==> src/sv/bcpa_pkg.sv <==
`timescale 1ns / 1ps
// Shared types, field widths and codes for the bitmap page allocator.
package bcpa_pkg;

    localparam int OPCODE_W      = 1;
    localparam int BYTE_SIZE_W   = 32;
    localparam int START_PAGE_W  = 10;
    localparam int PAGE_COUNT_W  = 11;
    localparam int FIRST_PAGE_W  = 10;
    localparam int PAGES_TAKEN_W = 11;
    localparam int HEADER_W      = 12;

    localparam logic [HEADER_W-1:0] HEADER_RESET = 12'd12;

    localparam logic [OPCODE_W-1:0] OP_ALLOC = 1'b0;
    localparam logic [OPCODE_W-1:0] OP_FREE  = 1'b1;

    typedef enum logic [2:0] {
        ST_CLEAR,
        ST_IDLE,
        ST_PREP,
        ST_SCAN,
        ST_SETUP,
        ST_MARK,
        ST_FINISH
    } state_t;

    typedef struct packed {
        logic clear_step;
        logic load;
        logic prep;
        logic scan;
        logic setup;
        logic mark;
        logic finish;
    } cmd_t;

    typedef struct packed {
        logic clear_last;
        logic is_free;
        logic alloc_trivial;
        logic free_empty;
        logic found;
        logic scan_end;
        logic mark_done;
        logic slot_free;
    } status_t;

endpackage

==> src/sv/bcpa_if.sv <==
`timescale 1ns / 1ps
// Request and response channel interfaces of the bitmap page allocator.
interface bcpa_req_if;
    import bcpa_pkg::*;

    logic                     valid;
    logic                     ready;
    logic [OPCODE_W-1:0]      opcode;
    logic [BYTE_SIZE_W-1:0]   byte_size;
    logic [START_PAGE_W-1:0]  start_page;
    logic [PAGE_COUNT_W-1:0]  page_count;

    modport source (output valid, output opcode, output byte_size, output start_page,
                    output page_count, input ready);
    modport sink   (input valid, input opcode, input byte_size, input start_page,
                    input page_count, output ready);
endinterface

interface bcpa_rsp_if;
    import bcpa_pkg::*;

    logic                     valid;
    logic                     ready;
    logic                     ok;
    logic [FIRST_PAGE_W-1:0]  first_page;
    logic [PAGES_TAKEN_W-1:0] pages_taken;

    modport source (output valid, output ok, output first_page, output pages_taken,
                    input ready);
    modport sink   (input valid, input ok, input first_page, input pages_taken,
                    output ready);
endinterface

==> src/sv/bitmap_contiguous_page_allocator_unit.sv <==
`timescale 1ns / 1ps
// Top level of the bitmap first-fit contiguous page allocator.
//
//  channel  | dir | handshake        | payload
//  ---------+-----+------------------+-------------------------------------------------
//  req      | in  | valid / ready    | opcode, byte_size, start_page, page_count
//  rsp      | out | valid / ready    | ok, first_page, pages_taken
//  cfg      | in  | cfg_we           | cfg_wdata (header_bytes)
//
//  After reset a clearing pass zeroes the bitmap, one byte at a time, with req.ready low.
//  Allocate: the single bitmap read port scans one byte per cycle for a first-fit run,
//  then the run is marked with one read-modify-write per byte.
//  Free: one read-modify-write per byte spanned by the run; trivial requests skip the bitmap.
//  A finished result waits in the rsp register while the next request is taken.
module bitmap_contiguous_page_allocator_unit #(
    parameter int BITMAP_BYTES = 128,
    parameter int PAGE_BITS    = 12
) (
    input  logic                          clk,
    input  logic                          rst_n,
    bcpa_req_if.sink                      req,
    bcpa_rsp_if.source                    rsp,
    input  logic                          cfg_we,
    input  logic [bcpa_pkg::HEADER_W-1:0] cfg_wdata
);
    import bcpa_pkg::*;

    localparam int TOTAL_PAGES = BITMAP_BYTES * 8;

    cmd_t    cmd;
    status_t status;
    logic    in_ready;

    bcpa_ctrl u_ctrl (
        .clk      (clk),
        .rst_n    (rst_n),
        .in_valid (req.valid),
        .in_ready (in_ready),
        .status   (status),
        .cmd      (cmd)
    );

    bcpa_dp #(
        .BITMAP_BYTES (BITMAP_BYTES),
        .PAGE_BITS    (PAGE_BITS)
    ) u_dp (
        .clk         (clk),
        .rst_n       (rst_n),
        .cmd         (cmd),
        .status      (status),
        .cfg_we      (cfg_we),
        .cfg_wdata   (cfg_wdata),
        .opcode      (req.opcode),
        .byte_size   (req.byte_size),
        .start_page  (req.start_page),
        .page_count  (req.page_count),
        .out_ready   (rsp.ready),
        .out_valid   (rsp.valid),
        .ok          (rsp.ok),
        .first_page  (rsp.first_page),
        .pages_taken (rsp.pages_taken)
    );

    assign req.ready = in_ready;

    a_fail_zero: assert property (@(posedge clk) disable iff (!rst_n)
        rsp.valid && !rsp.ok |-> rsp.first_page == '0 && rsp.pages_taken == '0)
        else $error("failed response carries a non-zero run");

    a_one_at_a_time: assert property (@(posedge clk) disable iff (!rst_n)
        req.valid && req.ready |=> !req.ready)
        else $error("request taken while another is in flight");

    a_run_in_map: assert property (@(posedge clk) disable iff (!rst_n)
        rsp.valid && rsp.ok |->
            (32'(rsp.first_page) + 32'(rsp.pages_taken) <= 32'(TOTAL_PAGES))
            || (TOTAL_PAGES > 1024))
        else $error("allocated run runs past the end of the bitmap");

endmodule

==> src/sv/bcpa_ctrl.sv <==
`timescale 1ns / 1ps
// Controller state machine of the bitmap page allocator.
module bcpa_ctrl (
    input  logic              clk,
    input  logic              rst_n,
    input  logic              in_valid,
    output logic              in_ready,
    input  bcpa_pkg::status_t status,
    output bcpa_pkg::cmd_t    cmd
);
    import bcpa_pkg::*;

    state_t state_reg;
    state_t state_next;

    always_ff @(posedge clk or negedge rst_n)
    begin
        if (!rst_n)
        begin
            state_reg <= ST_CLEAR;
        end
        else
        begin
            state_reg <= state_next;
        end
    end

    always_comb
    begin
        state_next = state_reg;
        unique case (state_reg)
            ST_CLEAR:
            begin
                if (status.clear_last)
                begin
                    state_next = ST_IDLE;
                end
            end
            ST_IDLE:
            begin
                if (in_valid)
                begin
                    state_next = ST_PREP;
                end
            end
            ST_PREP:
            begin
                if (status.is_free)
                begin
                    state_next = status.free_empty ? ST_FINISH : ST_MARK;
                end
                else
                begin
                    state_next = status.alloc_trivial ? ST_FINISH : ST_SCAN;
                end
            end
            ST_SCAN:
            begin
                priority if (status.found)
                begin
                    state_next = ST_SETUP;
                end
                else if (status.scan_end)
                begin
                    state_next = ST_FINISH;
                end
            end
            ST_SETUP:
            begin
                state_next = ST_MARK;
            end
            ST_MARK:
            begin
                if (status.mark_done)
                begin
                    state_next = ST_FINISH;
                end
            end
            ST_FINISH:
            begin
                if (status.slot_free)
                begin
                    state_next = ST_IDLE;
                end
            end
            default:
            begin
                state_next = ST_IDLE;
            end
        endcase
    end

    always_comb
    begin
        cmd      = '0;
        in_ready = 1'b0;
        unique case (state_reg)
            ST_CLEAR:  cmd.clear_step = 1'b1;
            ST_IDLE:
            begin
                in_ready = 1'b1;
                cmd.load = in_valid;
            end
            ST_PREP:   cmd.prep   = 1'b1;
            ST_SCAN:   cmd.scan   = 1'b1;
            ST_SETUP:  cmd.setup  = 1'b1;
            ST_MARK:   cmd.mark   = 1'b1;
            ST_FINISH: cmd.finish = 1'b1;
            default:   cmd        = '0;
        endcase
    end

endmodule

==> src/sv/bcpa_dp.sv <==
`timescale 1ns / 1ps
// Datapath of the bitmap page allocator: bitmap memory, scan, marking and result registers.
module bcpa_dp #(
    parameter int BITMAP_BYTES = 128,
    parameter int PAGE_BITS    = 12
) (
    input  logic                                  clk,
    input  logic                                  rst_n,
    input  bcpa_pkg::cmd_t                        cmd,
    output bcpa_pkg::status_t                     status,
    input  logic                                  cfg_we,
    input  logic [bcpa_pkg::HEADER_W-1:0]         cfg_wdata,
    input  logic [bcpa_pkg::OPCODE_W-1:0]         opcode,
    input  logic [bcpa_pkg::BYTE_SIZE_W-1:0]      byte_size,
    input  logic [bcpa_pkg::START_PAGE_W-1:0]     start_page,
    input  logic [bcpa_pkg::PAGE_COUNT_W-1:0]     page_count,
    input  logic                                  out_ready,
    output logic                                  out_valid,
    output logic                                  ok,
    output logic [bcpa_pkg::FIRST_PAGE_W-1:0]     first_page,
    output logic [bcpa_pkg::PAGES_TAKEN_W-1:0]    pages_taken
);
    import bcpa_pkg::*;

    localparam int TOTAL_PAGES = BITMAP_BYTES * 8;
    localparam int AW  = (BITMAP_BYTES > 1) ? $clog2(BITMAP_BYTES) : 1;
    localparam int PIW = AW + 3;
    localparam int PW  = $clog2(TOTAL_PAGES + 1);
    localparam int RW  = (PW > 12) ? PW : 12;
    localparam int TW  = BYTE_SIZE_W + 1;
    localparam int NW  = TW + 1 - PAGE_BITS;

    logic [7:0] mem [BITMAP_BYTES];

    logic [HEADER_W-1:0]      header_reg,     header_next;
    logic [OPCODE_W-1:0]      op_reg,         op_next;
    logic [TW-1:0]            total_reg,      total_next;
    logic [START_PAGE_W-1:0]  start_reg,      start_next;
    logic [PAGE_COUNT_W-1:0]  count_reg,      count_next;
    logic [PW-1:0]            need_reg,       need_next;
    logic [RW-1:0]            lo_reg,         lo_next;
    logic [RW-1:0]            hi_reg,         hi_next;
    logic [AW-1:0]            rd_addr_reg,    rd_addr_next;
    logic                     iss_reg,        iss_next;
    logic                     rd_vld_reg,     rd_vld_next;
    logic [AW-1:0]            rd_idx_reg,     rd_idx_next;
    logic                     rd_last_reg,    rd_last_next;
    logic [7:0]               rdata_reg;
    logic [PIW-1:0]           run_start_reg,  run_start_next;
    logic [PW-1:0]            run_len_reg,    run_len_next;
    logic [AW-1:0]            clr_addr_reg,   clr_addr_next;
    logic                     wk_ok_reg,      wk_ok_next;
    logic [FIRST_PAGE_W-1:0]  wk_first_reg,   wk_first_next;
    logic [PAGES_TAKEN_W-1:0] wk_taken_reg,   wk_taken_next;
    logic                     out_vld_reg,    out_vld_next;
    logic                     out_ok_reg,     out_ok_next;
    logic [FIRST_PAGE_W-1:0]  out_first_reg,  out_first_next;
    logic [PAGES_TAKEN_W-1:0] out_taken_reg,  out_taken_next;

    logic [NW-1:0]  need_full;
    logic           need_zero;
    logic           need_big;
    logic [RW-1:0]  free_lo;
    logic [RW-1:0]  free_sum;
    logic [RW-1:0]  free_hi;
    logic           free_empty;
    logic           issuing;
    logic           issue_last;
    logic [RW-1:0]  next_byte_page;
    logic [PW-1:0]  scan_rl;
    logic [PIW-1:0] scan_rs;
    logic           scan_found;
    logic [7:0]     mark_mask;
    logic           slot_free;
    logic           mem_we;
    logic           mem_re;
    logic [AW-1:0]  mem_waddr;
    logic [7:0]     mem_wdata;

    // request sizing and free range
    always_comb
    begin
        need_full  = NW'(total_reg[TW-1:PAGE_BITS]) + NW'(|total_reg[PAGE_BITS-1:0]);
        need_zero  = (need_full == '0);
        need_big   = (need_full > NW'(TOTAL_PAGES));
        free_lo    = RW'(start_reg);
        free_sum   = RW'(start_reg) + RW'(count_reg);
        free_hi    = (free_sum > RW'(TOTAL_PAGES)) ? RW'(TOTAL_PAGES) : free_sum;
        free_empty = (free_lo >= free_hi);
    end

    // read issue control
    always_comb
    begin
        issuing        = (cmd.scan || cmd.mark) && iss_reg;
        next_byte_page = RW'({({1'b0, rd_addr_reg} + 1'b1), 3'b000});
        if (cmd.scan)
        begin
            issue_last = (rd_addr_reg == AW'(BITMAP_BYTES - 1));
        end
        else
        begin
            issue_last = (next_byte_page >= hi_reg);
        end
    end

    // first-fit run tracking over one byte
    always_comb
    begin
        logic [PW-1:0]  rl;
        logic [PIW-1:0] rs;
        logic           f;
        rl = run_len_reg;
        rs = run_start_reg;
        f  = 1'b0;
        for (int j = 0; j < 8; j++)
        begin
            if (!f)
            begin
                if (rdata_reg[7-j])
                begin
                    rl = '0;
                end
                else
                begin
                    if (rl == '0)
                    begin
                        rs = {rd_idx_reg, 3'(j)};
                    end
                    rl = rl + 1'b1;
                    if (rl == need_reg)
                    begin
                        f = 1'b1;
                    end
                end
            end
        end
        scan_rl    = rl;
        scan_rs    = rs;
        scan_found = f;
    end

    // page range mask for the byte being modified
    always_comb
    begin
        logic [RW-1:0] pg;
        for (int j = 0; j < 8; j++)
        begin
            pg             = RW'({rd_idx_reg, 3'(j)});
            mark_mask[7-j] = (pg >= lo_reg) && (pg < hi_reg);
        end
    end

    assign slot_free = !out_vld_reg || out_ready;

    always_comb
    begin
        mem_re    = issuing;
        mem_we    = cmd.clear_step || (cmd.mark && rd_vld_reg);
        mem_waddr = cmd.clear_step ? clr_addr_reg : rd_idx_reg;
        if (cmd.clear_step)
        begin
            mem_wdata = '0;
        end
        else if (op_reg == OP_ALLOC)
        begin
            mem_wdata = rdata_reg | mark_mask;
        end
        else
        begin
            mem_wdata = rdata_reg & ~mark_mask;
        end
    end

    always_comb
    begin
        header_next    = header_reg;
        op_next        = op_reg;
        total_next     = total_reg;
        start_next     = start_reg;
        count_next     = count_reg;
        need_next      = need_reg;
        lo_next        = lo_reg;
        hi_next        = hi_reg;
        rd_addr_next   = rd_addr_reg;
        iss_next       = iss_reg;
        rd_vld_next    = issuing;
        rd_idx_next    = rd_idx_reg;
        rd_last_next   = rd_last_reg;
        run_start_next = run_start_reg;
        run_len_next   = run_len_reg;
        clr_addr_next  = clr_addr_reg;
        wk_ok_next     = wk_ok_reg;
        wk_first_next  = wk_first_reg;
        wk_taken_next  = wk_taken_reg;
        out_vld_next   = out_vld_reg;
        out_ok_next    = out_ok_reg;
        out_first_next = out_first_reg;
        out_taken_next = out_taken_reg;

        if (cfg_we)
        begin
            header_next = cfg_wdata;
        end

        if (cmd.clear_step)
        begin
            clr_addr_next = clr_addr_reg + 1'b1;
        end

        if (cmd.load)
        begin
            op_next    = opcode;
            total_next = TW'(byte_size) + TW'(header_reg);
            start_next = start_page;
            count_next = page_count;
        end

        if (cmd.prep)
        begin
            need_next     = need_full[PW-1:0];
            run_len_next  = '0;
            wk_ok_next    = (op_reg == OP_FREE) || need_zero;
            wk_first_next = '0;
            wk_taken_next = '0;
            if (op_reg == OP_FREE)
            begin
                lo_next      = free_lo;
                hi_next      = free_hi;
                rd_addr_next = free_lo[AW+2:3];
                iss_next     = !free_empty;
            end
            else
            begin
                rd_addr_next = '0;
                iss_next     = 1'b1;
            end
        end

        if (issuing)
        begin
            rd_idx_next  = rd_addr_reg;
            rd_last_next = issue_last;
            if (issue_last)
            begin
                iss_next = 1'b0;
            end
            else
            begin
                rd_addr_next = rd_addr_reg + 1'b1;
            end
        end

        if (cmd.scan && rd_vld_reg)
        begin
            run_start_next = scan_rs;
            run_len_next   = scan_rl;
        end

        if (cmd.setup)
        begin
            lo_next       = RW'(run_start_reg);
            hi_next       = RW'(run_start_reg) + RW'(need_reg);
            rd_addr_next  = run_start_reg[PIW-1:3];
            iss_next      = 1'b1;
            wk_ok_next    = 1'b1;
            wk_first_next = FIRST_PAGE_W'(run_start_reg);
            wk_taken_next = PAGES_TAKEN_W'(need_reg);
        end

        if (cmd.finish && slot_free)
        begin
            out_vld_next   = 1'b1;
            out_ok_next    = wk_ok_reg;
            out_first_next = wk_first_reg;
            out_taken_next = wk_taken_reg;
        end
        else if (out_ready)
        begin
            out_vld_next = 1'b0;
        end
    end

    always_ff @(posedge clk or negedge rst_n)
    begin
        if (!rst_n)
        begin
            header_reg   <= HEADER_RESET;
            iss_reg      <= 1'b0;
            rd_vld_reg   <= 1'b0;
            clr_addr_reg <= '0;
            out_vld_reg  <= 1'b0;
        end
        else
        begin
            header_reg   <= header_next;
            iss_reg      <= iss_next;
            rd_vld_reg   <= rd_vld_next;
            clr_addr_reg <= clr_addr_next;
            out_vld_reg  <= out_vld_next;
        end
    end

    always_ff @(posedge clk)
    begin
        op_reg        <= op_next;
        total_reg     <= total_next;
        start_reg     <= start_next;
        count_reg     <= count_next;
        need_reg      <= need_next;
        lo_reg        <= lo_next;
        hi_reg        <= hi_next;
        rd_addr_reg   <= rd_addr_next;
        rd_idx_reg    <= rd_idx_next;
        rd_last_reg   <= rd_last_next;
        run_start_reg <= run_start_next;
        run_len_reg   <= run_len_next;
        wk_ok_reg     <= wk_ok_next;
        wk_first_reg  <= wk_first_next;
        wk_taken_reg  <= wk_taken_next;
        out_ok_reg    <= out_ok_next;
        out_first_reg <= out_first_next;
        out_taken_reg <= out_taken_next;
    end

    always_ff @(posedge clk)
    begin
        if (mem_we)
        begin
            mem[mem_waddr] <= mem_wdata;
        end
    end

    always_ff @(posedge clk)
    begin
        if (mem_re)
        begin
            rdata_reg <= mem[rd_addr_reg];
        end
    end

    always_comb
    begin
        status.clear_last    = (clr_addr_reg == AW'(BITMAP_BYTES - 1));
        status.is_free       = (op_reg == OP_FREE);
        status.alloc_trivial = need_zero || need_big;
        status.free_empty    = free_empty;
        status.found         = rd_vld_reg && scan_found;
        status.scan_end      = rd_vld_reg && rd_last_reg && !scan_found;
        status.mark_done     = rd_vld_reg && rd_last_reg;
        status.slot_free     = slot_free;
    end

    assign out_valid   = out_vld_reg;
    assign ok          = out_ok_reg;
    assign first_page  = out_first_reg;
    assign pages_taken = out_taken_reg;

endmodule

==> src/flat_wrapper.sv <==
// flat-port wrapper written by rule: the top's interface ports become plain ports
module bitmap_contiguous_page_allocator_unit_flat import bcpa_pkg::*;
#(
    parameter int BITMAP_BYTES = 128,
    parameter int PAGE_BITS    = 12
)
  (clk, rst_n, cfg_we, cfg_wdata, req_valid, req_opcode, req_byte_size, req_start_page, req_page_count, req_ready, rsp_valid, rsp_ok, rsp_first_page, rsp_pages_taken, rsp_ready);
  bcpa_req_if req_i ();
  bcpa_rsp_if rsp_i ();
  input  logic clk;
  input  logic rst_n;
  input  logic cfg_we;
  input  logic [bcpa_pkg::HEADER_W-1:0] cfg_wdata;
  input wire logic [$bits(req_i.valid)-1:0] req_valid;
  input wire logic [$bits(req_i.opcode)-1:0] req_opcode;
  input wire logic [$bits(req_i.byte_size)-1:0] req_byte_size;
  input wire logic [$bits(req_i.start_page)-1:0] req_start_page;
  input wire logic [$bits(req_i.page_count)-1:0] req_page_count;
  output wire logic [$bits(req_i.ready)-1:0] req_ready;
  output wire logic [$bits(rsp_i.valid)-1:0] rsp_valid;
  output wire logic [$bits(rsp_i.ok)-1:0] rsp_ok;
  output wire logic [$bits(rsp_i.first_page)-1:0] rsp_first_page;
  output wire logic [$bits(rsp_i.pages_taken)-1:0] rsp_pages_taken;
  input wire logic [$bits(rsp_i.ready)-1:0] rsp_ready;
  assign req_i.valid = req_valid;
  assign req_i.opcode = req_opcode;
  assign req_i.byte_size = req_byte_size;
  assign req_i.start_page = req_start_page;
  assign req_i.page_count = req_page_count;
  assign req_ready = req_i.ready;
  assign rsp_valid = rsp_i.valid;
  assign rsp_ok = rsp_i.ok;
  assign rsp_first_page = rsp_i.first_page;
  assign rsp_pages_taken = rsp_i.pages_taken;
  assign rsp_i.ready = rsp_ready;
  bitmap_contiguous_page_allocator_unit #(.BITMAP_BYTES(BITMAP_BYTES), .PAGE_BITS(PAGE_BITS)) u_core (.clk(clk), .rst_n(rst_n), .req(req_i), .rsp(rsp_i), .cfg_we(cfg_we), .cfg_wdata(cfg_wdata));
endmodule
==> config.mk <==
export PLATFORM = sky130hd
export DESIGN_NAME = bitmap_contiguous_page_allocator_unit_flat
export DESIGN_NICKNAME = d
export VERILOG_FILES = /design/src/sv/bcpa_pkg.sv /design/src/sv/bcpa_if.sv /design/src/sv/bitmap_contiguous_page_allocator_unit.sv /design/src/sv/bcpa_ctrl.sv /design/src/sv/bcpa_dp.sv /design/src/flat_wrapper.sv
export SDC_FILE = /design/constraint.sdc
export NUM_CORES = 2
export LEC_CHECK = 0
export BUFFER_PORTS_ARGS = -buffer_cell sky130_fd_sc_hd__buf_2
export CORE_UTILIZATION = 44
export CTS_BUF_LIST = sky130_fd_sc_hd__clkbuf_4
export CTS_CLUSTER_DIAMETER = 40
export CTS_CLUSTER_SIZE = 30
export DETAILED_ROUTE_END_ITERATION = 10
export HOLD_SLACK_MARGIN = 0.03
export SYNTH_ARGS = -nofsm -noshare
export SYNTH_HDL_FRONTEND = slang
export SYNTH_SLANG_ARGS = --single-unit
==> constraint.sdc <==
create_clock -name clk -period 29 [get_ports clk]
set_clock_uncertainty 0.1 [all_clocks]
set_input_delay 5.8 -clock clk [delete_from_list [all_inputs] [get_ports clk]]
set_output_delay 5.8 -clock clk [all_outputs]
set_load 0.05 [all_outputs]
==> impl_results.md <==
- Max Cap Viol: 0
- Final setup fails: 0
- Nets: 3,923
- Ys async rst share: under 10%
- Final setup TNS: 0 ps
- Synth cell types: 126
- Resized cells post-CTS: 0
- Worst skew pair latency: 1180 ps
- Initial Utilization: between 40% and 50%
- Finished Layout Cells: approximately 5,600
- Leading area contributor after synthesis: edfxtp_1
- Detailed-route wire length per cell: approximately 26 µm
- Cell area after synthesis: ~57,000 µm²
- Layout cells sized above 1: 22.2%
- Tmin final: 14,600 ps
- Yosys top cell area share: between 60% and 70%
- Clock sink count: approximately 1,200
- Die W: roughly 360 µm
- Yosys warns: 0
- Top cells by area, synth: edfxtp_1 (63%), mux4_2 (13%), xnor2_1 (2.0%)
- CTS Buf Count: around 140
- Internal power: approximately 2400 µW
- RSZ-0062 raised after global routing: false
- Worst vdd ir: 0.0437 mV
- Family with the most delay on the worst path: simple AND/OR/NAND/NOR gates
- Initial antenna violation count: 2
- Gate Count Post-Synth: 3,650
- CTS Hold Bufs: 0
- Switching Fraction: 22.0%
- Slew @ Worst Pin: 1280 ps
- Most frequent cells in the layout: edfxtp_1 (1,192), mux4_2 (336), nor2_1 (279)
- Vias/cell: 5.99
- Clock power frac: 35.7%
- FF+latch count, synth: about 1,200
- Synth Flop Type: edfxtp_1
- Worst rel slew slack: 13.9%
- Post-DRT Antenna Nets: 0
- Max Fclk: roughly 70 MHz
- Status: finished, final reports clean
- Final worst slack: 14,400 ps
- Critical path buffer and inverter count: 3
- Longest Clk Path Bufs: 3
- CP endpoint kind: register
- Ports: 95
- Final Hold Fails: 0
- Syn Nets: 3,810
- Hpwl dp: 96,400 µm
- Largest net degree at the start of global routing: between 100 and 150
- Pre-Repair DR Iteration Count: 6
- CP dominant cell by count: ha_1
- Total gr overflow: 0
- DR DRC count: 0
- Number of DRC markers in iteration 0: between 3,000 and 4,000
- CP startpoint kind: register
- Dpl cells: about 5,300
- Mean post-synth cell area: roughly 16 µm²
- Vias: 33,600
- Largest register FFs: ~1,000
- Hold Path Class: register to register
- Leak Pwr: 0.0194 µW
- Full die area: 131,000 µm²
- Pwr/cell area: 48.7 nW/µm²
- Dpl ws: 14,860 ps
- Clock root buffer master: clkbuf_4
- Worst Path Max Fanout: 19
- H-tree depth: 4
- Fin. max-slew vios: 0
- Worst EP arrival: 15,400 ps
- Total track usage: between 20% and 30%
- Setup Fix Bufs, Post-CTS: 0
- Reg clk slew, reported paths: 120 ps
- Critical Path RT: 29,810 ps
- Die H: 363 µm
- Port Buffers: 94
- Commonest non-fill, non-tap cell in the layout: edfxtp_1
- DRT Wirelength: 148,000 µm
- Slowest CP cell: nand2b_1
- First-pass GRT wire length: 218,000 µm
- Post-synthesis sequential area ratio: 63.9%
- Share of power burned in registers: 63.4%
- Row cnt: 131
- Final period utilization: 50.3%
- RePlAce Congestion: 0.922
- Sw Pwr: between 600 and 700 µW
- Core footprint: 128,000 µm²
- Crit-path max cell delay: 660 ps
- Vias in the first global route: 32,900
- Number of flops mapped to enable cells by yosys: 1,192
- CTS tree: yes
- Combinational Power Share: 0.8%
- CP Class: register to register
- Area Growth Syn to Fin: 8.30%
logic make-up after synthesis:
family	Yosys count	share of synthesized area (%)
compound gates	531	6.51
buf+inv	285	1.98
fa+ha+maj	90	2.00
xor+xnor	172	2.78
mux	389	14.3
flops	1225	63.9
simple gates	958	8.48
metrics by stage:
step	utilization, %	instance area (µm²)	total power, µW	hold slack [ps]
floorplan	-	57200	1970	300
global placement	46.5	59700	1980	300
detailed placement	46.5	59700	1980	305
CTS	48.3	61900	3040	332
global route	48.3	62000	3110	344
finish	48.3	62000	3020	331
cells in the mapped netlist (all sizes together) (60+ instances only):
cell type / count
edfxtp: 1192
mux4: 336
nor2: 291
nand2: 206
xnor2: 132
clkbuf: 122
a21oi: 120
o21ai: 111
nand3: 101
inv: 95
ha: 86
nor3: 65
buf: 60
per-layer routing:
metal	share of wire [%]	track usage (%)	routed length, µm
met3	6.9	3.54	10200
met5	0	0	0
met1	43	31.8	63400
met2	47	35.8	70000
met4	2.8	6.77	4090
power by group through the flow:
stage,clock network (µW),registers [µW],logic [µW]
final,1080,1910,24.7
after floorplan,0,1950,14.8
after global placement,0,1950,24.7
after global routing,1170,1910,28.2
after CTS,1110,1910,25.1
after detailed placement,0,1950,24.8
cell type report:
cell class              instances  area, µm²
flip-flops and latches       1225      36600
clock buffers                 153       1150
fillers                     11000      66400
repair buffers                149        896
inverters                     103        387
multi-input cells            2140      19600
diodes                          8       20.0
well taps                    1729       2160
clock inverters               109       1140
path summary, 6_finish.rpt:
path / from / to / slack, ps / cells after the start
max: u_core.u_dp.run_len_reg[0]$_SDFFCE_PN0P_ / u_core.u_dp.run_start_reg[5]$_DFFE_PP_ / 14400 / 42
min reg2reg: u_core.u_dp.wk_taken_reg[5]$_SDFFCE_PN0P_ / u_core.u_dp.pages_taken[5]$_DFFE_PP_ / 330 / 0
min in group asynchronous: rst_n / u_core.u_dp.clr_addr_reg[1]$_DFFE_PN0P_ / 4570 / 1
max reg2reg: u_core.u_dp.run_len_reg[0]$_SDFFCE_PN0P_ / u_core.u_dp.run_start_reg[5]$_DFFE_PP_ / 14400 / 42
max in group asynchronous: rst_n / u_core.u_dp.clr_addr_reg[6]$_DFFE_PN0P_ / 23640 / 1
min: u_core.u_dp.wk_taken_reg[5]$_SDFFCE_PN0P_ / u_core.u_dp.pages_taken[5]$_DFFE_PP_ / 330 / 0
(Power assumes the default switching activity.)
